`config.mk`:
```
export PLATFORM = sky130hd
export DESIGN_NAME = odo_fifo
export DESIGN_NICKNAME = d
export VERILOG_FILES = /design/src/rtl/core/odo_pkg.sv /design/src/rtl/core/odo_fifo.sv
export SDC_FILE = /design/constraint.sdc
export NUM_CORES = 1
export LEC_CHECK = 0
export BUFFER_PORTS_ARGS = -buffer_cell sky130_fd_sc_hd__buf_2
export CAP_MARGIN = 40
export CORE_ASPECT_RATIO = 0.75
export CORE_UTILIZATION = 40
export CTS_CLUSTER_SIZE = 40
export DETAILED_ROUTE_END_ITERATION = 16
export GPL_ROUTABILITY_DRIVEN = 0
export GPL_TIMING_DRIVEN = 0
export PLACE_DENSITY_LB_ADDON = 0.15
export SKIP_LAST_GASP = 1
export SLEW_MARGIN = 0
export SYNTH_ARGS = -nofsm -noshare
export SYNTH_HDL_FRONTEND = slang
export SYNTH_SLANG_ARGS = --single-unit
```
`constraint.sdc`:
```
create_clock -name clk_i -period 5.2 [get_ports clk_i]
set_clock_uncertainty 0.1 [all_clocks]
set_input_delay 1.04 -clock clk_i [delete_from_list [all_inputs] [get_ports clk_i]]
set_output_delay 1.04 -clock clk_i [all_outputs]
set_load 0.01 [all_outputs]
```
`src/rtl/core/odo_pkg.sv`:
```
// ----------------------------------------------------------------------------
// odo_pkg
// Shared types, constants and arithmetic helpers of the odometry block.
// ----------------------------------------------------------------------------
`default_nettype none
package odo_pkg;

  localparam int unsigned CfgIdxW = 2;

  typedef enum logic [CfgIdxW-1:0] {
    CFG_METERS_PER_COUNT = 2'd0,
    CFG_INV_WHEEL_SEP    = 2'd1,
    CFG_UPDATE_RATE      = 2'd2
  } cfg_idx_e;

  localparam logic signed [33:0] CordicGain  = 34'sd652032874;
  localparam logic [30:0]        AngleScale  = 31'd1367130551;

  typedef struct packed {
    logic signed [31:0] dl;
    logic signed [31:0] dr;
  } delta_t;

  typedef struct packed {
    logic               done;
    logic signed [32:0] sin_v;
    logic signed [32:0] cos_v;
  } trig_t;

  function automatic logic signed [33:0] atan_at(input logic [4:0] idx);
    logic signed [33:0] r;
    case (idx)
      5'd0:  r = 34'sd536870912;
      5'd1:  r = 34'sd316933406;
      5'd2:  r = 34'sd167458907;
      5'd3:  r = 34'sd85004756;
      5'd4:  r = 34'sd42667331;
      5'd5:  r = 34'sd21354465;
      5'd6:  r = 34'sd10679838;
      5'd7:  r = 34'sd5340245;
      5'd8:  r = 34'sd2670163;
      5'd9:  r = 34'sd1335087;
      5'd10: r = 34'sd667544;
      5'd11: r = 34'sd333772;
      5'd12: r = 34'sd166886;
      5'd13: r = 34'sd83443;
      5'd14: r = 34'sd41721;
      5'd15: r = 34'sd20861;
      5'd16: r = 34'sd10430;
      5'd17: r = 34'sd5215;
      5'd18: r = 34'sd2608;
      5'd19: r = 34'sd1304;
      5'd20: r = 34'sd652;
      5'd21: r = 34'sd326;
      5'd22: r = 34'sd163;
      5'd23: r = 34'sd81;
      default: r = 34'sd0;
    endcase
    return r;
  endfunction

  function automatic logic ovf32(input logic signed [65:0] v);
    return (v > 66'sd2147483647) || (v < -66'sd2147483648);
  endfunction

  function automatic logic signed [31:0] clip32(input logic signed [65:0] v);
    logic signed [31:0] r;
    if (v > 66'sd2147483647) begin
      r = 32'sh7fffffff;
    end else if (v < -66'sd2147483648) begin
      r = 32'sh80000000;
    end else begin
      r = v[31:0];
    end
    return r;
  endfunction

endpackage
`default_nettype wire

```
`src/rtl/core/odo_fifo.sv`:
```
// ----------------------------------------------------------------------------
// odo_fifo
// Two-entry queue between front and back.
// ----------------------------------------------------------------------------
`default_nettype none
module odo_fifo import odo_pkg::*; (
  input  wire logic   clk_i,
  input  wire logic   rst_ni,
  input  wire logic   push_i,
  input  wire delta_t data_i,
  input  wire logic   pop_i,
  output delta_t      data_o,
  output logic        full_o,
  output logic        empty_o
);

  delta_t     mem_q [2];
  logic       wr_q, rd_q;
  logic [1:0] cnt_q;

  assign full_o  = cnt_q == 2'd2;
  assign empty_o = cnt_q == 2'd0;
  assign data_o  = mem_q[rd_q];

  always_ff @(posedge clk_i) begin
    if (push_i) begin
      mem_q[wr_q] <= data_i;
    end
  end

  always_ff @(posedge clk_i or negedge rst_ni) begin
    if (!rst_ni) begin
      wr_q  <= 1'b0;
      rd_q  <= 1'b0;
      cnt_q <= 2'd0;
    end else begin
      if (push_i) wr_q <= !wr_q;
      if (pop_i)  rd_q <= !rd_q;
      cnt_q <= cnt_q + {1'b0, push_i} - {1'b0, pop_i};
    end
  end

endmodule
`default_nettype wire

```
==> impl_metrics.toml, run 1 <==
[synthesis]
share_of_the_synthesized_area_in_compound_gates_ao_oa_aoi_oai_pct = 0
post_synth_fa_ha_maj_area_fraction_pct = 0.498
synthSimpleGateAreaFrac_pct = 0.449
syn_avg_cell_area_um2 = 23.5
area_of_the_mapped_netlist_um2 = 5020
netlist-cell-type-count = 13
synth.area.mux_share_pct = 18.1
post_synth_xor_area_fraction_pct = 0.822
yosys_warnings = 0
ys_seq_area_share_pct = 78.5
synth-seq-cells = 132
synth_top_family_by_area = "multiplexers"
synthesis.instances = 214
synth_fp_nets = 284

[layout]
most-common-layout-cells = "134 x sky130_fd_sc_hd__buf_2, 128 x sky130_fd_sc_hd__edfxtp_1, 50 x sky130_fd_sc_hd__mux2_4"
ff_latch_area_um2 = 3940
antenna_cells = 0
fill_cells = 1008
area_growth_syn_to_layout_pct = 31.0
final-instance-count-excl-fill = 547
fin_nets = 439
layout_commonest_cell = "sky130_fd_sc_hd__buf_2"
post_route_cells_drive_above_1_share_pct = 62.2
multi_input_gate_area_um2 = 1010

[die]
fp-row-count = 35
io_pins = 134
die_width_um = 131
floorplan.die.height_um = 99.0
initial_utilization_pct = 40.9
floorplan_die_area_um2 = 13000
core_area_um2 = 12300

[worst_setup_path]
worst_setup_path_start_kind = "flip-flop"
worst-setup-path-type = "reg2out"
cp.required_ns = 4.06
worstPathArrival_ns = 1.59
setup.worst_path.end_class = "output port"
maximum_fanout_encountered_on_the_critical_timing_path = 10
rr_startpoint = "wr_q"
r2r_setup_slack_ns = 3.56
crit-reg2reg-capture = "mem_q[1][52]"
r2r_cells = 2

[timing]
min_period_ns = 2.73
worst_pin_slew_ns = 0.578
final-setup-viol-count = 0
grt_setup_unrepaired = "no"
fmax_ghz = 0.366
min_period_over_period_pct = 52.5
final_hold_viol_count = 0
setup_total_negative_slack_ns = 0
timing.max_slew.rel_slack_pct = 61.4
final_count_of_pins_violating_max_slew = 0

[global_route]
grt_start_max_net_pins = 34
grt_pass1_wl_um = 12700
grt_antenna_before_repair = 0
grt_usage_pct = 13.3
grt_remaining_overflow = 0
grt_pass1_vias = 2490

[cts]
post_cts_setup_inserts = 0
cts_root_buf = "sky130_fd_sc_hd__clkbuf_16"
cts-buffers-inserted = 17
cts_resized = 0
clock_latency_ns = 0.40
max_clock_buf_depth = 2
clkSlewWorstSetupHoldPaths_ns = 0.06
tritoncts_num_sinks = 132
tritoncts = "yes"
cts_hold_buffers = 0
ctsHtreeMaxLevel = 4

[pwr]
pwr_density_cell_nw_per_um2 = 578
leakagePower_nw = 2.67
ir_worst_vdd_v = 0.000318

[routing]
ant_nets = 0
average_detailed_routed_wire_length_per_instance_um = 15.1
detailed_router_iteration_count_before_antenna_repair = 4
drc_errors = 0
viasPerCell = 4.52
detail_route.iter0.violations = 158
wirelength_um = 8260
dr_total_vias = 2471

[place]
place.detailed.hpwl_um = 5360
io_buffers = 133
placed_cells_incl_taps = 516

[status]
status = "completed"

[run]
timing.max_cap.violations = 0

[worst_hold_path]
worstHoldPathType = "in2async"
## layer usage
metal	vias to the layer above	wire length [um]	global-route usage, %
li1	1161	-	-
met1	1206	3690	16.4
met2	93	3800	19.6
met3	11	682	6.28
met4	0	92	6.71
met5	-	0	0
## cell type report
| cell class | count | area share, % |
|---|---|---|
| clock inverters | 13 | 2.80 |
| well taps | 166 | 3.16 |
| repair buffers | 136 | 11.0 |
| clock buffers | 18 | 6.52 |
| plain buffers | 7 | 1.10 |
| inverters | 2 | 0.114 |
| flip-flops and latches | 132 | 60.0 |
| multi-input cells | 73 | 15.3 |
## state kept, by name (all words and copies together) (netlist names)
signal / flops
mem_q: 128
cnt_q: 2
rd_q: 1
wr_q: 1
## cells by family (layout without fill, tap and decap cells)
logic type	count (synthesis)	after routing
mux	64	64
flops	132	132
xor+xnor	3	3
fa+ha+maj	2	2
simple gates	4	4
buf+inv	9	176
## stage by stage
| stage | hold slack [ns] | utilization (%) | setup WS (ns) | power (mW) | instance area, um2 |
|---|---|---|---|---|---|
| floorplan | 0.355 | - | 0.752 | 2.25 | 5020 |
| global placement | 0.370 | 48.1 | -1.25 | 2.61 | 5890 |
| detailed placement | 0.456 | 48.6 | 2.77 | 2.63 | 5960 |
| CTS | 0.311 | 53.6 | 2.43 | 3.86 | 6580 |
| global route | 0.313 | 53.6 | 2.39 | 3.98 | 6580 |
| finish | 0.324 | 53.6 | 2.47 | 3.80 | 6580 |
## worst max-delay path by stage
stage	startpoint	endpoint	slack, ns	cells after the start
after detailed placement	push_i	mem_q[0][49]	2.77	3
final	rd_q	data_o[11]	2.47	4
after global placement	push_i	mem_q[0][45]	-1.25	2
after global routing	rd_q	data_o[11]	2.39	4
after CTS	rd_q	data_o[11]	2.43	4
after floorplan	push_i	mem_q[0][0]	0.75	1
## worst max-delay path: stages (launching register included)
cell	delay, ns
sky130_fd_sc_hd__dfrtp_1	0.35
sky130_fd_sc_hd__buf_6	0.17
sky130_fd_sc_hd__buf_6	0.20
sky130_fd_sc_hd__mux2_4	0.31
sky130_fd_sc_hd__buf_2	0.15
## synthesized netlist by cell type, drive strengths merged
library cell  instances  area share [%]
edfxtp              128              77
mux2                 64              18
buf                   7             1.4
dfrtp                 4             2.0
ha                    2            0.50
inv                   2            0.15
nor2b                 2            0.25
xor2                  2            0.35
and2                  1            0.12
nor2                  1           0.075
xor3                  1            0.47
## where the power goes
part	internal (mW)	leakage (nW)	switching, mW
Combinational	0.583	1.12	0.528
Sequential	1.41	1.25	0.0542
Clock	0.799	0.295	0.427
Total	2.79	2.67	1.01
Note: power is estimated with default switching activity, not from simulation.
==> run 2, diff against run 1 <==
--- a/config.mk
+++ b/config.mk
@@ -5,6 +5,7 @@
 export SDC_FILE = /design/constraint.sdc
 export NUM_CORES = 1
 export LEC_CHECK = 0
+export ABC_AREA = 1
 export BUFFER_PORTS_ARGS = -buffer_cell sky130_fd_sc_hd__buf_2
 export CAP_MARGIN = 40
 export CORE_ASPECT_RATIO = 0.75
==> constraint.sdc (replaced) <==
create_clock -name clk_i -period 2.8 [get_ports clk_i]
set_clock_uncertainty 0.1 [all_clocks]
set_input_delay 0.56 -clock clk_i [delete_from_list [all_inputs] [get_ports clk_i]]
set_output_delay 0.56 -clock clk_i [all_outputs]
set_load 0.01 [all_outputs]
==> impl_metrics.toml, run 2 <==
[worst_setup_path]
cp.required_ns = 2.14
critical-path-max-stage-delay_ns = 0.37
worstPathArrival_ns = 1.48
path_buf_inv = 2
crit_path_cell_trace = "clkbuf_1 > o21ai_0 > buf_2"
worst_setup_path_start_kind = "flip-flop"
critPathSlowestCell = "sky130_fd_sc_hd__dfrtp_1"
setup.worst_path.end_class = "output port"
maximum_fanout_encountered_on_the_critical_timing_path = 10
worst-setup-path-type = "reg2out"
path_delay_family = "buffers and inverters"

[pwr]
switching_power_mw = 2.10
internal_power_mw = 4.52
switching_share_pct = 31.8
pwr_density_cell_nw_per_um2 = 1030
leakagePower_nw = 2.79
p_clk_share_pct = 28.0
share_comb_of_total_power_pct = 30.9
ir_worst_vdd_v = 0.000509
seqPwrFrac_pct = 41.1

[die]
die_width_um = 131
core_area_um2 = 11900
floorplan_die_area_um2 = 12900
initial_utilization_pct = 42.1
io_pins = 134
fp-row-count = 34
floorplan.die.height_um = 98.8

[global_route]
grt_antenna_before_repair = 0
grt_pass1_vias = 2954
grt_start_max_net_pins = 35
grt_pass1_wl_um = 14600
grt_usage_pct = 15.5
grt_remaining_overflow = 0

[layout]
layout_commonest_cell = "sky130_fd_sc_hd__buf_2"
fin_nets = 585
fill_cells = 1031
top_register = "mem_q"
area_growth_syn_to_layout_pct = 29.1
registers_with_the_most_flip_flops = "mem_q x128, cnt_q x2"
largest_register_ff_count = 128
postLayoutCellArea_um2 = 6450
antenna_cells = 0
most-common-layout-cells = "133 x sky130_fd_sc_hd__buf_2, 128 x sky130_fd_sc_hd__edfxtp_1, 70 x sky130_fd_sc_hd__inv_1, 70 x sky130_fd_sc_hd__nand2_1, 48 x sky130_fd_sc_hd__o21ai_0"
post_route_cells_drive_above_1_share_pct = 34.0
ff_latch_area_um2 = 3940
multi_input_gate_area_um2 = 649

[synthesis]
ys_seq_area_share_pct = 79.0
synth_top_family_by_area = "buffers and inverters"
synth.area.mux_share_pct = 0
yosysMostFrequentCell = "sky130_fd_sc_hd__edfxtp_1"
post_synth_fa_ha_maj_area_fraction_pct = 0.501
synth_flop_cell = "sky130_fd_sc_hd__edfxtp_1"
synthSimpleGateAreaFrac_pct = 5.59
syn_avg_cell_area_um2 = 13.9
post-synth-top-area-fraction_pct = 77.0
synth_top_cells_by_area = "sky130_fd_sc_hd__edfxtp_1 77%, sky130_fd_sc_hd__inv_1 5.3%, sky130_fd_sc_hd__nand2_1 5.3%, sky130_fd_sc_hd__o21ai_0 4.8%, sky130_fd_sc_hd__buf_6 2.5%"
post_synth_xor_area_fraction_pct = 0.351
synth_top_cell_by_area = "sky130_fd_sc_hd__edfxtp_1"
share_of_synthesized_registers_carrying_an_async_set_or_reset_pct = 3.03
synth-seq-cells = 132
synth_fp_nets = 429
synth-edff-count = 128
share_of_the_synthesized_area_in_compound_gates_ao_oa_aoi_oai_pct = 6.41
yosys_warnings = 0
synthesis.instances = 359
netlist-cell-type-count = 13
area_of_the_mapped_netlist_um2 = 4990
synth_commonest_cells = "128 x sky130_fd_sc_hd__edfxtp_1, 71 x sky130_fd_sc_hd__inv_1, 70 x sky130_fd_sc_hd__nand2_1"

[cts]
max_clock_buf_depth = 2
ctsHtreeMaxLevel = 4
clock_latency_ns = 0.40
tritoncts = "yes"
cts_root_buf = "sky130_fd_sc_hd__clkbuf_16"
cts-buffers-inserted = 17
clkSlewWorstSetupHoldPaths_ns = 0.06
cts_resized = 0
tritoncts_num_sinks = 132

[routing]
dr_total_vias = 3057
detailed_router_iteration_count_before_antenna_repair = 4
viasPerCell = 4.44
ant_nets = 0
detail_route.iter0.violations = 113
average_detailed_routed_wire_length_per_instance_um = 13.9
wirelength_um = 9540
drc_errors = 0

[timing]
min_period_ns = 2.14
final-setup-viol-count = 0
fmax_ghz = 0.466
final.setup.worst_slack_ns = 0.656
final_count_of_pins_violating_max_slew = 0
timing.max_slew.rel_slack_pct = 44.9
min_period_over_period_pct = 76.6
setup_total_negative_slack_ns = 0
final_hold_viol_count = 0
grt_setup_unrepaired = "no"
worst_pin_slew_ns = 0.824

[place]
io_buffers = 133
post_dp_cell_area_um2 = 5940
place.detailed.hpwl_um = 6230
worst_slack_placed_ns = 0.654

[run]
timing.max_cap.violations = 0

[status]
status = "completed"

[worst_hold_path]
worstHoldPathType = "in2reg"
run 2: changes by cell type after synthesis, moves of 2 or more:
cell,delta
sky130_fd_sc_hd__nand2_1,+70
sky130_fd_sc_hd__inv_1,+69
sky130_fd_sc_hd__mux2_4,-50
sky130_fd_sc_hd__o21ai_0,+48
sky130_fd_sc_hd__o21ai_1,+16
sky130_fd_sc_hd__mux2_2,-14
sky130_fd_sc_hd__buf_6,+5
sky130_fd_sc_hd__buf_4,+2
sky130_fd_sc_hd__nor2_1,+2
sky130_fd_sc_hd__nor2b_1,-2
run 2: power by group through the flow:
stage                     Sequential [mW]  Clock [mW]  Combinational [mW]
after global routing                 2.76        1.98                2.30
after floorplan                      2.76           0                1.19
final                                2.72        1.85                2.05
after detailed placement             2.76           0                2.09
after global placement               2.79           0                2.00
after CTS                            2.73        1.90                2.10
run 2: path summary, 6_finish.rpt:
| kind | start | end | slack [ns] | depth (start not counted) |
|---|---|---|---|---|
| min reg2reg | wr_q | wr_q | 0.45 | 1 |
| max in group asynchronous | rst_ni | rd_q | 2.06 | 2 |
| max reg2reg | wr_q | mem_q[0][26] | 1.02 | 2 |
| min in group asynchronous | rst_ni | cnt_q[0] | 0.41 | 2 |
| max | rd_q | data_o[10] | 0.66 | 3 |
| min | data_i[1] | mem_q[1][1] | 0.24 | 1 |
run 2: kinds of logic after synthesis:
group,Yosys count
DFF,132
buffers and inverters,85
and+or+nand+nor,74
AOI/OAI and AO/OA,64
xor gates and xnor gates,2
adders and majority gates,2
run 2: metrics by stage:
stage               utilization [%]  hold WS, ns  std cells  total power, mW
floorplan                         -        0.164        359             3.94
global route                   54.3        0.226        688             7.04
detailed placement             50.1        0.273        657             4.86
CTS                            54.3        0.226        688             6.74
global placement               49.4        0.272        654             4.79
finish                         54.3        0.243        688             6.62
run 2: area by class of cell:
type | count | share of cell area (%)
plain buffers | 14 | 2.21
inverters | 71 | 4.17
repair buffers | 137 | 11.5
multi-input cells | 142 | 10.1
flip-flops and latches | 132 | 61.2
clock inverters | 12 | 1.07
well taps | 162 | 3.14
clock buffers | 18 | 6.66
run 2: timing repair:
item	CTS	global route
setup buffers	0	0
hold endpoints to repair	4	0
endpoints found under the setup margin	0	0
hold buffers	1	0
run 2: metal layers:
layer  global-route usage (%)  up-vias  routed length, um
met5                        0        -                  0
met4                     6.63        0                 43
met3                     5.37        6                650
met2                     24.3       91               4630
met1                     19.4     1441               4210
li1                         -     1519                  -
