File: config.mk
export PLATFORM = sky130hd
export DESIGN_NAME = odo_front
export DESIGN_NICKNAME = d
export VERILOG_FILES = /design/src/rtl/core/odo_pkg.sv /design/src/rtl/core/odo_front.sv
export SDC_FILE = /design/constraint.sdc
export NUM_CORES = 1
export LEC_CHECK = 0
export BUFFER_PORTS_ARGS = -buffer_cell sky130_fd_sc_hd__buf_2
export CORE_ASPECT_RATIO = 2
export CORE_MARGIN = 3
export CORE_UTILIZATION = 55
export DETAILED_ROUTE_END_ITERATION = 12
export PLACE_DENSITY_LB_ADDON = 0.2
export SYNTH_ARGS = -nofsm -noshare
export SYNTH_HDL_FRONTEND = slang
export SYNTH_SLANG_ARGS = --single-unit
File: constraint.sdc
create_clock -name clk_i -period 4.7 [get_ports clk_i]
set_input_delay 0.94 -clock clk_i [delete_from_list [all_inputs] [get_ports clk_i]]
set_output_delay 0.94 -clock clk_i [all_outputs]
set_load 0.03 [all_outputs]
File: src/rtl/core/odo_pkg.sv
// ----------------------------------------------------------------------------
// odo_pkg
// Shared types, constants and arithmetic helpers of the odometry block.
// ----------------------------------------------------------------------------
`default_nettype none
package odo_pkg;

  localparam int unsigned CfgIdxW = 2;

  typedef enum logic [CfgIdxW-1:0] {
    CFG_METERS_PER_COUNT = 2'd0,
    CFG_INV_WHEEL_SEP    = 2'd1,
    CFG_UPDATE_RATE      = 2'd2
  } cfg_idx_e;

  localparam logic signed [33:0] CordicGain  = 34'sd652032874;
  localparam logic [30:0]        AngleScale  = 31'd1367130551;

  typedef struct packed {
    logic signed [31:0] dl;
    logic signed [31:0] dr;
  } delta_t;

  typedef struct packed {
    logic               done;
    logic signed [32:0] sin_v;
    logic signed [32:0] cos_v;
  } trig_t;

  function automatic logic signed [33:0] atan_at(input logic [4:0] idx);
    logic signed [33:0] r;
    case (idx)
      5'd0:  r = 34'sd536870912;
      5'd1:  r = 34'sd316933406;
      5'd2:  r = 34'sd167458907;
      5'd3:  r = 34'sd85004756;
      5'd4:  r = 34'sd42667331;
      5'd5:  r = 34'sd21354465;
      5'd6:  r = 34'sd10679838;
      5'd7:  r = 34'sd5340245;
      5'd8:  r = 34'sd2670163;
      5'd9:  r = 34'sd1335087;
      5'd10: r = 34'sd667544;
      5'd11: r = 34'sd333772;
      5'd12: r = 34'sd166886;
      5'd13: r = 34'sd83443;
      5'd14: r = 34'sd41721;
      5'd15: r = 34'sd20861;
      5'd16: r = 34'sd10430;
      5'd17: r = 34'sd5215;
      5'd18: r = 34'sd2608;
      5'd19: r = 34'sd1304;
      5'd20: r = 34'sd652;
      5'd21: r = 34'sd326;
      5'd22: r = 34'sd163;
      5'd23: r = 34'sd81;
      default: r = 34'sd0;
    endcase
    return r;
  endfunction

  function automatic logic ovf32(input logic signed [65:0] v);
    return (v > 66'sd2147483647) || (v < -66'sd2147483648);
  endfunction

  function automatic logic signed [31:0] clip32(input logic signed [65:0] v);
    logic signed [31:0] r;
    if (v > 66'sd2147483647) begin
      r = 32'sh7fffffff;
    end else if (v < -66'sd2147483648) begin
      r = 32'sh80000000;
    end else begin
      r = v[31:0];
    end
    return r;
  endfunction

endpackage
`default_nettype wire

File: src/rtl/core/odo_front.sv
// ----------------------------------------------------------------------------
// odo_front
// Accepts count words, forms wrapping deltas against the previous counts.
// ----------------------------------------------------------------------------
`default_nettype none
module odo_front import odo_pkg::*; (
  input  wire logic        clk_i,
  input  wire logic        rst_ni,
  input  wire logic        s_axis_tvalid_i,
  output logic             s_axis_tready_o,
  input  wire logic [63:0] s_axis_tdata_i,   // left_count, right_count
  input  wire logic        q_full_i,
  output logic             q_push_o,
  output delta_t           q_data_o
);

  logic [31:0] last_l_q, last_r_q;

  assign s_axis_tready_o  = !q_full_i;
  assign q_push_o         = s_axis_tvalid_i && !q_full_i;
  assign q_data_o.dl      = s_axis_tdata_i[31:0] - last_l_q;
  assign q_data_o.dr      = s_axis_tdata_i[63:32] - last_r_q;

  always_ff @(posedge clk_i or negedge rst_ni) begin
    if (!rst_ni) begin
      last_l_q <= '0;
      last_r_q <= '0;
    end else if (q_push_o) begin
      last_l_q <= s_axis_tdata_i[31:0];
      last_r_q <= s_axis_tdata_i[63:32];
    end
  end

endmodule
`default_nettype wire

==> impl_metrics.env, run 1 <==
export IMPL_hp_class="reg -> reg"
export IMPL_insertion_delay_ns=0.33
export IMPL_dp_cells=977
export IMPL_grt_max_degree=125
export IMPL_cp_required_ns=3.76
export IMPL_finClkSkew_ns=0
export IMPL_antenna_left=0
export IMPL_rr_worst_depth=1
export IMPL_dr_first_iter_drc_count=144
export IMPL_root_buffer="clkbuf_16"
export IMPL_final_net_count=986
export IMPL_tightest_slew_ns=1.04
export IMPL_overflow=0
export IMPL_placementRows=52
export IMPL_cp_startpoint="s_axis_tdata_i[0]"
export IMPL_final_hold_violation_count=0
export IMPL_fmax_mhz=222
export IMPL_grt_use_total=0.271
export IMPL_vias_per_cell=5.57
export IMPL_cp_start_kind="primary input"
export IMPL_synth_area_leaders="dfrtp_1 (28%), ha_1 (14%), o21ai_0 (7.9%)"
export IMPL_vias=5532
export IMPL_power_frac_clock=0.238
export IMPL_antennaDiodeCount=0
export IMPL_hpwlAfterDp_mm=12.6
export IMPL_async_flop_share=1.00
export IMPL_worstReg2RegEnd="last_r_q[31]$_DFFE_PN0P_"
export IMPL_p_comb_frac=0.553
export IMPL_rsz0062_at_grt="false"
export IMPL_dieArea_um2=11700
export IMPL_die_x_um=78.1
export IMPL_cts_sinks=64
export IMPL_ys_ff_latch=64
export IMPL_status="completed"
export IMPL_ios=134
export IMPL_fin_tns_setup_ns=0
export IMPL_crit_fanout=3
export IMPL_clkTransAtPathRegs_ns=0.06
export IMPL_leakage_nw=3.38
export IMPL_first_pass_iters=5
export IMPL_core_area_um2=10100
export IMPL_fin_crit_sh=0.957
export IMPL_switching_share=0.457
export IMPL_cts_tree="done"
export IMPL_gp_congestion=0.980
export IMPL_slew_violations=0
export IMPL_cp_arrival_ns=3.56
export IMPL_period_needed_ns=4.50
export IMPL_seq_area_frac_synth=0.280
export IMPL_wl_mm=15.7
export IMPL_numCtsBuffers=9
export IMPL_syn_area_um2=5720
export IMPL_endpoint_kind="primary output"
export IMPL_setup_viol=0
export IMPL_regToRegSetupSlack_ns=3.94
export IMPL_synth_fp_nets=858
export IMPL_clockBufferDepth=2
export IMPL_avgSynthCellArea_um2=7.88
export IMPL_chipHeight_um=150
export IMPL_relSlewSlack=0.310
export IMPL_grt_pass1_wl_mm=25.3
export IMPL_max_cap_violations=0
export IMPL_cp_endpoint="q_data_o[58]"
export IMPL_synth_edf_count=0
export IMPL_yosysTopAreaCell="dfrtp_1"
export IMPL_grt_pass1_vias=5693
export IMPL_intPower_w=0.00167
export IMPL_synth_flop_cell="dfrtp_1"
export IMPL_drc=0
export IMPL_portBuffers=133
export IMPL_wire_per_inst_um=15.8
export IMPL_ys_warn_count=0
export IMPL_drive_above_1_share=0.204
export IMPL_r2r_start="last_r_q[31]$_DFFE_PN0P_"
export IMPL_antenna_found_initial=0
export IMPL_yosysUniqueCellTypes=54
export IMPL_start_util=0.564
export IMPL_p_switching_w=0.00141
export IMPL_cts_htree_levels=3
export IMPL_power_density_nw_per_um2=449
export IMPL_irDropWorstVdd_uv=272
export IMPL_synth_top_area_frac=0.280
export IMPL_sequentialPowerShare=0.209
export IMPL_critPathKind="in -> out"
export IMPL_syn_to_final_growth_pct=19.7
export IMPL_syn_inst=726
export IMPL_instances_no_fill=994
[cell type report]
class | count | area, µm²
multi-input cells | 562 | 3750
fillers | 928 | 3300
flip-flops and latches | 64 | 1600
repair buffers | 140 | 718
inverters | 77 | 289
clock buffers | 11 | 243
well taps | 135 | 169
clock inverters | 5 | 80.1
[what timing repair did]
action | CTS | global route
endpoints found under the setup margin | 0 | 1
hold buffers | 0 | 0
setup buffers | 0 | 1
resized for setup | 0 | 1
[placed cells by master (no fill, tap or decap), types with 7 or more instances in the layout]
cell type	n
nand4_1	7
ha_1	62
o21ai_0	90
nand2_1	99
nand3_1	15
buf_4	7
nor2_1	45
inv_1	77
o21a_1	7
xnor2_1	40
buf_2	133
nand2b_1	10
clkbuf_16	9
a21o_1	26
a21oi_1	51
xor2_1	18
dfrtp_1	64
[registers in the layout, summed over array words and instances, names as in the netlist]
signal    cells
last_l_q     32
last_r_q     32
[cell families after synthesis]
logic type,share of synthesized area
AO/OA/AOI/OAI,0.257
AND/OR/NAND/NOR,0.157
buffers and inverters,0.0658
adder cells (fa/ha/maj),0.143
flip-flops,0.280
XOR/XNOR,0.0887
multiplexers,0.00962
[metal layers]
layer / share of wire / routed length, µm / vias to the layer above / global-route usage
met2: 0.56 / 8790 / 165 / 0.535
met3: 0.047 / 741 / 50 / 0.0557
met5: 0 / 0 / - / 0
li1: - / - / 2762 / -
met4: 0.043 / 669 / 0 / 0.139
met1: 0.35 / 5500 / 2555 / 0.255
[critical path: stages]
cell and delay (ns):
buf_2 0.09, inv_1 0.04, ha_1 0.23, fa_1 0.41
nand2b_1 0.19, a21oi_2 0.19, o211ai_2 0.12, a21oi_1 0.23
o41ai_2 0.16, o31ai_2 0.43, mux2i_1 0.23, o311ai_1 0.10
buf_2 0.19
[cells in the mapped netlist, drive strengths merged (2+ instances only)]
cell	count
a31oi	4
or2	2
o21a	7
o211ai	5
o21ai	92
nand3	15
and3	5
mux2	4
and2	4
a221oi	4
nand4	7
o31ai	4
fa	2
o41ai	2
xor2	18
inv	77
a41oi	5
nand2b	10
nor3	3
a311oi	2
o31a	2
nand3b	2
a21boi	7
a311o	2
nor2	45
o21bai	4
o2111ai	2
nand2	99
clkbuf	22
dfrtp	64
a21oi	54
xnor2	40
nor2b	6
ha	62
nor3b	2
a211oi	6
a21o	26
[power by group through the flow]
stage               Clock, W  Combinational (W)  Sequential, W
global placement           0            0.00168       0.000652
detailed placement         0            0.00169       0.000654
finish              0.000733            0.00170       0.000643
global route        0.000775            0.00184       0.000649
floorplan                  0            0.00123       0.000647
CTS                 0.000753            0.00170       0.000644
[worst min-delay path by stage]
stage                                        from                 endpoint  slack, ns  cells past startpoint
after floorplan           last_l_q[0]$_DFFE_PN0P_  last_l_q[0]$_DFFE_PN0P_       0.48                      1
after global placement    last_l_q[0]$_DFFE_PN0P_  last_l_q[0]$_DFFE_PN0P_       0.50                      1
after detailed placement  last_l_q[0]$_DFFE_PN0P_  last_l_q[0]$_DFFE_PN0P_       0.51                      1
after CTS                 last_l_q[0]$_DFFE_PN0P_  last_l_q[0]$_DFFE_PN0P_       0.52                      1
after global routing      last_l_q[0]$_DFFE_PN0P_  last_l_q[0]$_DFFE_PN0P_       0.54                      1
final                     last_l_q[0]$_DFFE_PN0P_  last_l_q[0]$_DFFE_PN0P_       0.52                      1
[stage by stage]
step | setup WS [ns] | instance area (µm²) | util | power (W) | hold slack (ns)
finish | 0.202 | 6850 | 0.675 | 0.00308 | 0.521
global route | 0.00429 | 6850 | 0.675 | 0.00326 | 0.543
CTS | 0.138 | 6850 | 0.675 | 0.00310 | 0.521
detailed placement | 0.173 | 6520 | 0.643 | 0.00235 | 0.509
global placement | 0.253 | 6520 | 0.643 | 0.00233 | 0.499
floorplan | 0.384 | 5720 | - | 0.00188 | 0.485
No activity file was read; power rests on OpenSTA's default activity.
==> run 2: changes to the inputs <==
Settings changed: PLACE_DENSITY set to 0.81, PLACE_DENSITY_LB_ADDON 0.2 to not set.
==> run 2 against run 1 <==
  * Final cell count unchanged
  * Hold slack improved by 0.0042 ns
  * Utilization about the same
  * Setup slack got worse by 0.063 ns
  * Largest power group unchanged
  * Critical path depth unchanged
==> impl_metrics.env, run 2 (same netlist as run 1, synthesis figures left out) <==
export IMPL_status="completed"
export IMPL_fin_tns_setup_ns=0
export IMPL_vias=5696
export IMPL_syn_to_final_growth_pct=19.8
export IMPL_wire_per_inst_um=15.7
export IMPL_dr_first_iter_drc_count=202
export IMPL_fin_hold_ws_ns=0.525
export IMPL_antennaDiodeCount=0
export IMPL_overflow=0
export IMPL_root_buffer="clkbuf_16"
export IMPL_crit_fanout=3
export IMPL_finClkSkew_ns=0
export IMPL_leakage_nw=3.39
export IMPL_hold_end="last_r_q[0]$_DFFE_PN0P_"
export IMPL_reg_top3="last_l_q: 32 flops, last_r_q: 32 flops"
export IMPL_fin_crit_sh=0.971
export IMPL_start_util=0.564
export IMPL_grt_use_total=0.268
export IMPL_hpwlAfterDp_mm=12.3
export IMPL_setup_viol=0
export IMPL_die_x_um=78.1
export IMPL_final_hold_violation_count=0
export IMPL_power_w=0.00304
export IMPL_cp_required_ns=3.76
export IMPL_vias_per_cell=5.73
export IMPL_slew_violations=0
export IMPL_drive_above_1_share=0.206
export IMPL_core_area_um2=10100
export IMPL_critPathKind="in -> out"
export IMPL_chipHeight_um=150
export IMPL_portBuffers=133
export IMPL_max_cap_violations=0
export IMPL_placementRows=52
export IMPL_cts_htree_levels=3
export IMPL_fmax_mhz=219
export IMPL_grt_pass1_vias=5748
export IMPL_mostFrequentLayoutCells="buf_2 (133), nand2_1 (99), o21ai_0 (90)"
export IMPL_final_common_cell="buf_2"
export IMPL_worstHoldStart="last_r_q[0]$_DFFE_PN0P_"
export IMPL_insertion_delay_ns=0.32
export IMPL_worstReg2RegEnd="last_r_q[31]$_DFFE_PN0P_"
export IMPL_period_needed_ns=4.56
export IMPL_holdPathStages=1
export IMPL_clkTransAtPathRegs_ns=0.05
export IMPL_numCtsBuffers=9
export IMPL_rr_worst_depth=1
export IMPL_endpoint_kind="primary output"
export IMPL_grt_max_degree=55
export IMPL_first_pass_iters=8
export IMPL_tightest_slew_ns=0.889
export IMPL_cp_start_kind="primary input"
export IMPL_clockBufferDepth=2
export IMPL_r2r_start="last_r_q[31]$_DFFE_PN0P_"
export IMPL_regToRegSetupSlack_ns=3.94
export IMPL_rsz0062_at_grt="true"
export IMPL_cts_tree="done"
export IMPL_dieArea_um2=11700
export IMPL_antenna_found_initial=0
export IMPL_wl_mm=15.6
export IMPL_gp_congestion=1.04
export IMPL_cts_sinks=64
export IMPL_drc=0
export IMPL_grt_pass1_wl_mm=25.1
export IMPL_irDropWorstVdd_uv=277
export IMPL_cp_arrival_ns=3.62
export IMPL_hp_class="reg -> reg"
export IMPL_relSlewSlack=0.407
export IMPL_ios=134
export IMPL_fillCellCount=823
export IMPL_final_net_count=986
export IMPL_power_density_nw_per_um2=443
export IMPL_antenna_left=0
-- run 2: what timing repair did --
item / CTS / global route
setup buffers: 0 / 1
gates resized for setup: 0 / 3
hold endpoints to repair: 0 / 0
hold buffers: 0 / 0
endpoints found under the setup margin: 0 / 4
-- run 2: power breakdown --
group | switching [W] | internal (W)
registers | 0.0000216 | 0.000622
clock network | 0.000250 | 0.000437
logic | 0.00113 | 0.000575
-- run 2: stage by stage --
step                      cell area [µm²]   util  cells  setup slack, ns
after floorplan                      5720      -    726            0.384
after global placement               6520  0.643    977            0.245
after detailed placement             6520  0.643    977            0.113
after CTS                            6830  0.673    993           0.0826
after global routing                 6860  0.676    994         0.000891
final                                6860  0.676    994            0.138
-- run 2: layout make-up --
class	count	area (µm²)	area share
Clock buffer	11	253	0.0369
Timing Repair Buffer	140	718	0.105
Sequential cell	64	1600	0.234
Clock inverter	5	55.1	0.00803
Inverter	77	289	0.0421
Tap cell	135	169	0.0246
Multi-Input combinational cell	562	3770	0.550
-- run 2: worst max path at each step --
stage / start / end / cells after the start
floorplan: s_axis_tdata_i[32] / q_data_o[30] / 11
global placement: s_axis_tdata_i[0] / q_data_o[62] / 13
detailed placement: s_axis_tdata_i[0] / q_data_o[62] / 13
CTS: s_axis_tdata_i[0] / q_data_o[62] / 13
global route: s_axis_tdata_i[0] / q_data_o[60] / 14
finish: s_axis_tdata_i[0] / q_data_o[62] / 13
-- run 2: worst max-delay path: stages --
cell and delay (ns):
buf_2 0.09, inv_1 0.04, ha_1 0.23, fa_1 0.42, nand2b_1 0.19, a21oi_2 0.22, o21ai_0 0.12, a21boi_1 0.20
a21oi_1 0.19, o41ai_4 0.41, a41oi_1 0.18, xnor2_1 0.17, buf_2 0.22
-- run 2: layer usage --
layer	track usage	part of all wire	vias to the layer above	wire length (µm)
li1	-	-	2763	-
met1	0.255	0.35	2643	5520
met2	0.519	0.55	222	8640
met3	0.0431	0.042	68	651
met4	0.167	0.052	0	811
met5	0	0	-	0
==> run 3: changes to the inputs <==
Settings changed: CORE_UTILIZATION 55 to 57, CTS_BUF_LIST set to sky130_fd_sc_hd__clkbuf_4, PLACE_DENSITY 0.81 to 0.84, REMOVE_ABC_BUFFERS set to 1.
==> run 3 against run 2 <==
  * Critical path depth is 1 higher
  * Clock skew unchanged
  * Setup slack gained 0.074 ns
  * First-iteration DRC count grew 27%
  * Die area decreased by 3.3%
  * Largest cell class unchanged
  * Non-clock buffer count down 3
  * Critical endpoint is now q_data_o[28]
  * Sequential share of layout area up 0.71 points
  * Register-to-register slack got worse by 0.03 ns
==> impl_metrics.env, run 3 (same netlist as run 1, synthesis figures left out) <==
export IMPL_status="completed"
export IMPL_root_buffer="clkbuf_4"
export IMPL_dieArea_um2=11400
export IMPL_tightest_slew_ns=0.867
export IMPL_crit_path_max_incr_delay_ns=0.40
export IMPL_final_net_count=983
export IMPL_first_pass_iters=5
export IMPL_max_cap_violations=0
export IMPL_cts_tree="done"
export IMPL_clockBufferDepth=2
export IMPL_mostFrequentLayoutCells="buf_2 (133), nand2_1 (99), o21ai_0 (90)"
export IMPL_portBuffers=133
export IMPL_endpoint_kind="primary output"
export IMPL_critPathKind="in -> out"
export IMPL_r2r_start="last_l_q[0]$_DFFE_PN0P_"
export IMPL_crit_chain="buf_2 -> inv_1 -> ha_1 -> fa_1 -> and2b_1 -> o2111ai_2 -> a21boi_2 -> buf_4 -> a221oi_2 -> nor3b_1 -> a21o_1 -> a221oi_2 -> xnor2_1 -> buf_2"
export IMPL_setup_viol=0
export IMPL_p_comb_frac=0.629
export IMPL_power_density_nw_per_um2=407
export IMPL_numCtsBuffers=9
export IMPL_placementRows=51
export IMPL_switching_share=0.501
export IMPL_reg_top3="last_l_q: 32 flops, last_r_q: 32 flops"
export IMPL_cp_required_ns=3.76
export IMPL_worstHoldStart="last_r_q[0]$_DFFE_PN0P_"
export IMPL_relSlewSlack=0.422
export IMPL_slew_violations=0
export IMPL_leakage_nw=3.31
export IMPL_fin_tns_setup_ns=0
export IMPL_p_switching_w=0.00136
export IMPL_gp_congestion=0.966
export IMPL_fin_area_um2=6660
export IMPL_cts_htree_levels=3
export IMPL_grt_pass1_vias=6056
export IMPL_vias=5741
export IMPL_chipHeight_um=148
export IMPL_cp_start_kind="primary input"
export IMPL_insertion_delay_ns=0.41
export IMPL_cp_startpoint="s_axis_tdata_i[32]"
export IMPL_overflow=0
export IMPL_core_area_um2=9760
export IMPL_hp_class="reg -> reg"
export IMPL_fillCellCount=899
export IMPL_sequentialPowerShare=0.237
export IMPL_dr_first_iter_drc_count=257
export IMPL_power_frac_clock=0.134
export IMPL_wl_mm=16.2
export IMPL_fmax_mhz=223
export IMPL_rsz0062_at_grt="false"
export IMPL_drive_above_1_share=0.200
export IMPL_antenna_left=0
export IMPL_irDropWorstVdd_uv=234
export IMPL_crit_fanout=3
export IMPL_cpMaxStageDelayCell="fa_1"
export IMPL_antenna_found_initial=1
export IMPL_clkTransAtPathRegs_ns=0.11
export IMPL_grt_use_total=0.292
export IMPL_cp_arrival_ns=3.55
export IMPL_hpwlAfterDp_mm=13.0
export IMPL_holdPathStages=1
export IMPL_die_x_um=76.9
export IMPL_placed_area_um2=6520
export IMPL_wire_per_inst_um=16.4
export IMPL_final_hold_violation_count=0
export IMPL_syn_to_final_growth_pct=16.3
export IMPL_finClkSkew_ns=0
export IMPL_grt_max_degree=124
export IMPL_fin_crit_sh=0.955
export IMPL_intPower_w=0.00135
export IMPL_rr_worst_depth=1
export IMPL_vias_per_cell=5.81
export IMPL_final_common_cell="buf_2"
export IMPL_drc=0
export IMPL_cts_sinks=64
export IMPL_ios=134
export IMPL_period_needed_ns=4.49
export IMPL_grt_pass1_wl_mm=26.7
export IMPL_start_util=0.586
export IMPL_cts_setup_buffers=0
-- run 3: cell types whose count changed in the layout (fill, tap and decap cells not counted), moves of 2 or more --
cell        change
buf_4           -4
clkbuf_16       -9
clkbuf_4       +10
clkbuf_8        -2
clkinvlp_4      -2
-- run 3: critical path: cells and delay by family --
| kind | cells | cell delay, ns |
|---|---|---|
| AND/OR/NAND/NOR | 2 | 0.61 |
| adder cells (fa/ha/maj) | 2 | 0.61 |
| buffers and inverters | 4 | 0.51 |
| AO/OA/AOI/OAI | 5 | 0.72 |
| XOR/XNOR | 1 | 0.17 |
-- run 3: cell type report --
type / count / area, µm² / area share
sequential: 64 / 1600 / 0.241
antenna: 1 / 2.50 / 0.000376
timing repair buffer: 137 / 708 / 0.106
multi-input combinational: 562 / 3760 / 0.566
clock buffer: 10 / 75.1 / 0.0113
tap: 132 / 165 / 0.0248
clock inverter: 5 / 48.8 / 0.00733
inverter: 77 / 289 / 0.0434
-- run 3: what timing repair did --
item / in CTS / in global routing
hold buffers: 0 / 0
endpoints found under the setup margin: 0 / 1
gates resized for setup: 0 / 2
-- run 3: power by group through the flow --
stage	clock [W]	combinational (W)	sequential (W)
finish	0.000363	0.00171	0.000643
global route	0.000396	0.00184	0.000650
CTS	0.000374	0.00169	0.000644
detailed placement	0	0.00168	0.000655
global placement	0	0.00167	0.000652
floorplan	0	0.00123	0.000648
-- run 3: per-stage QoR --
stage | std cells | utilization | setup WS, ns | power [W] | hold WS (ns)
floorplan | 703 | - | -1.07 | 0.00188 | 0.485
global placement | 972 | 0.668 | 0.194 | 0.00232 | 0.496
detailed placement | 972 | 0.668 | 0.123 | 0.00234 | 0.510
CTS | 987 | 0.680 | 0.103 | 0.00271 | 0.535
global route | 988 | 0.682 | 0.0138 | 0.00288 | 0.552
finish | 988 | 0.682 | 0.213 | 0.00271 | 0.531
-- run 3: routing by layer --
metal,global-route usage,routed length (µm)
met1,0.270,5430
met2,0.558,8970
met3,0.0549,730
met4,0.201,1040
met5,0,0
-- run 3: path summary, 6_finish.rpt --
path	endpoint	slack (ns)
max in group asynchronous	last_l_q[7]$_DFFE_PN0P_	3.14
setup reg to reg	last_l_q[0]$_DFFE_PN0P_	3.91
setup / recovery	q_data_o[28]	0.21
hold / removal	last_r_q[0]$_DFFE_PN0P_	0.53
min in group asynchronous	last_l_q[12]$_DFFE_PN0P_	0.63
hold reg to reg	last_r_q[0]$_DFFE_PN0P_	0.53
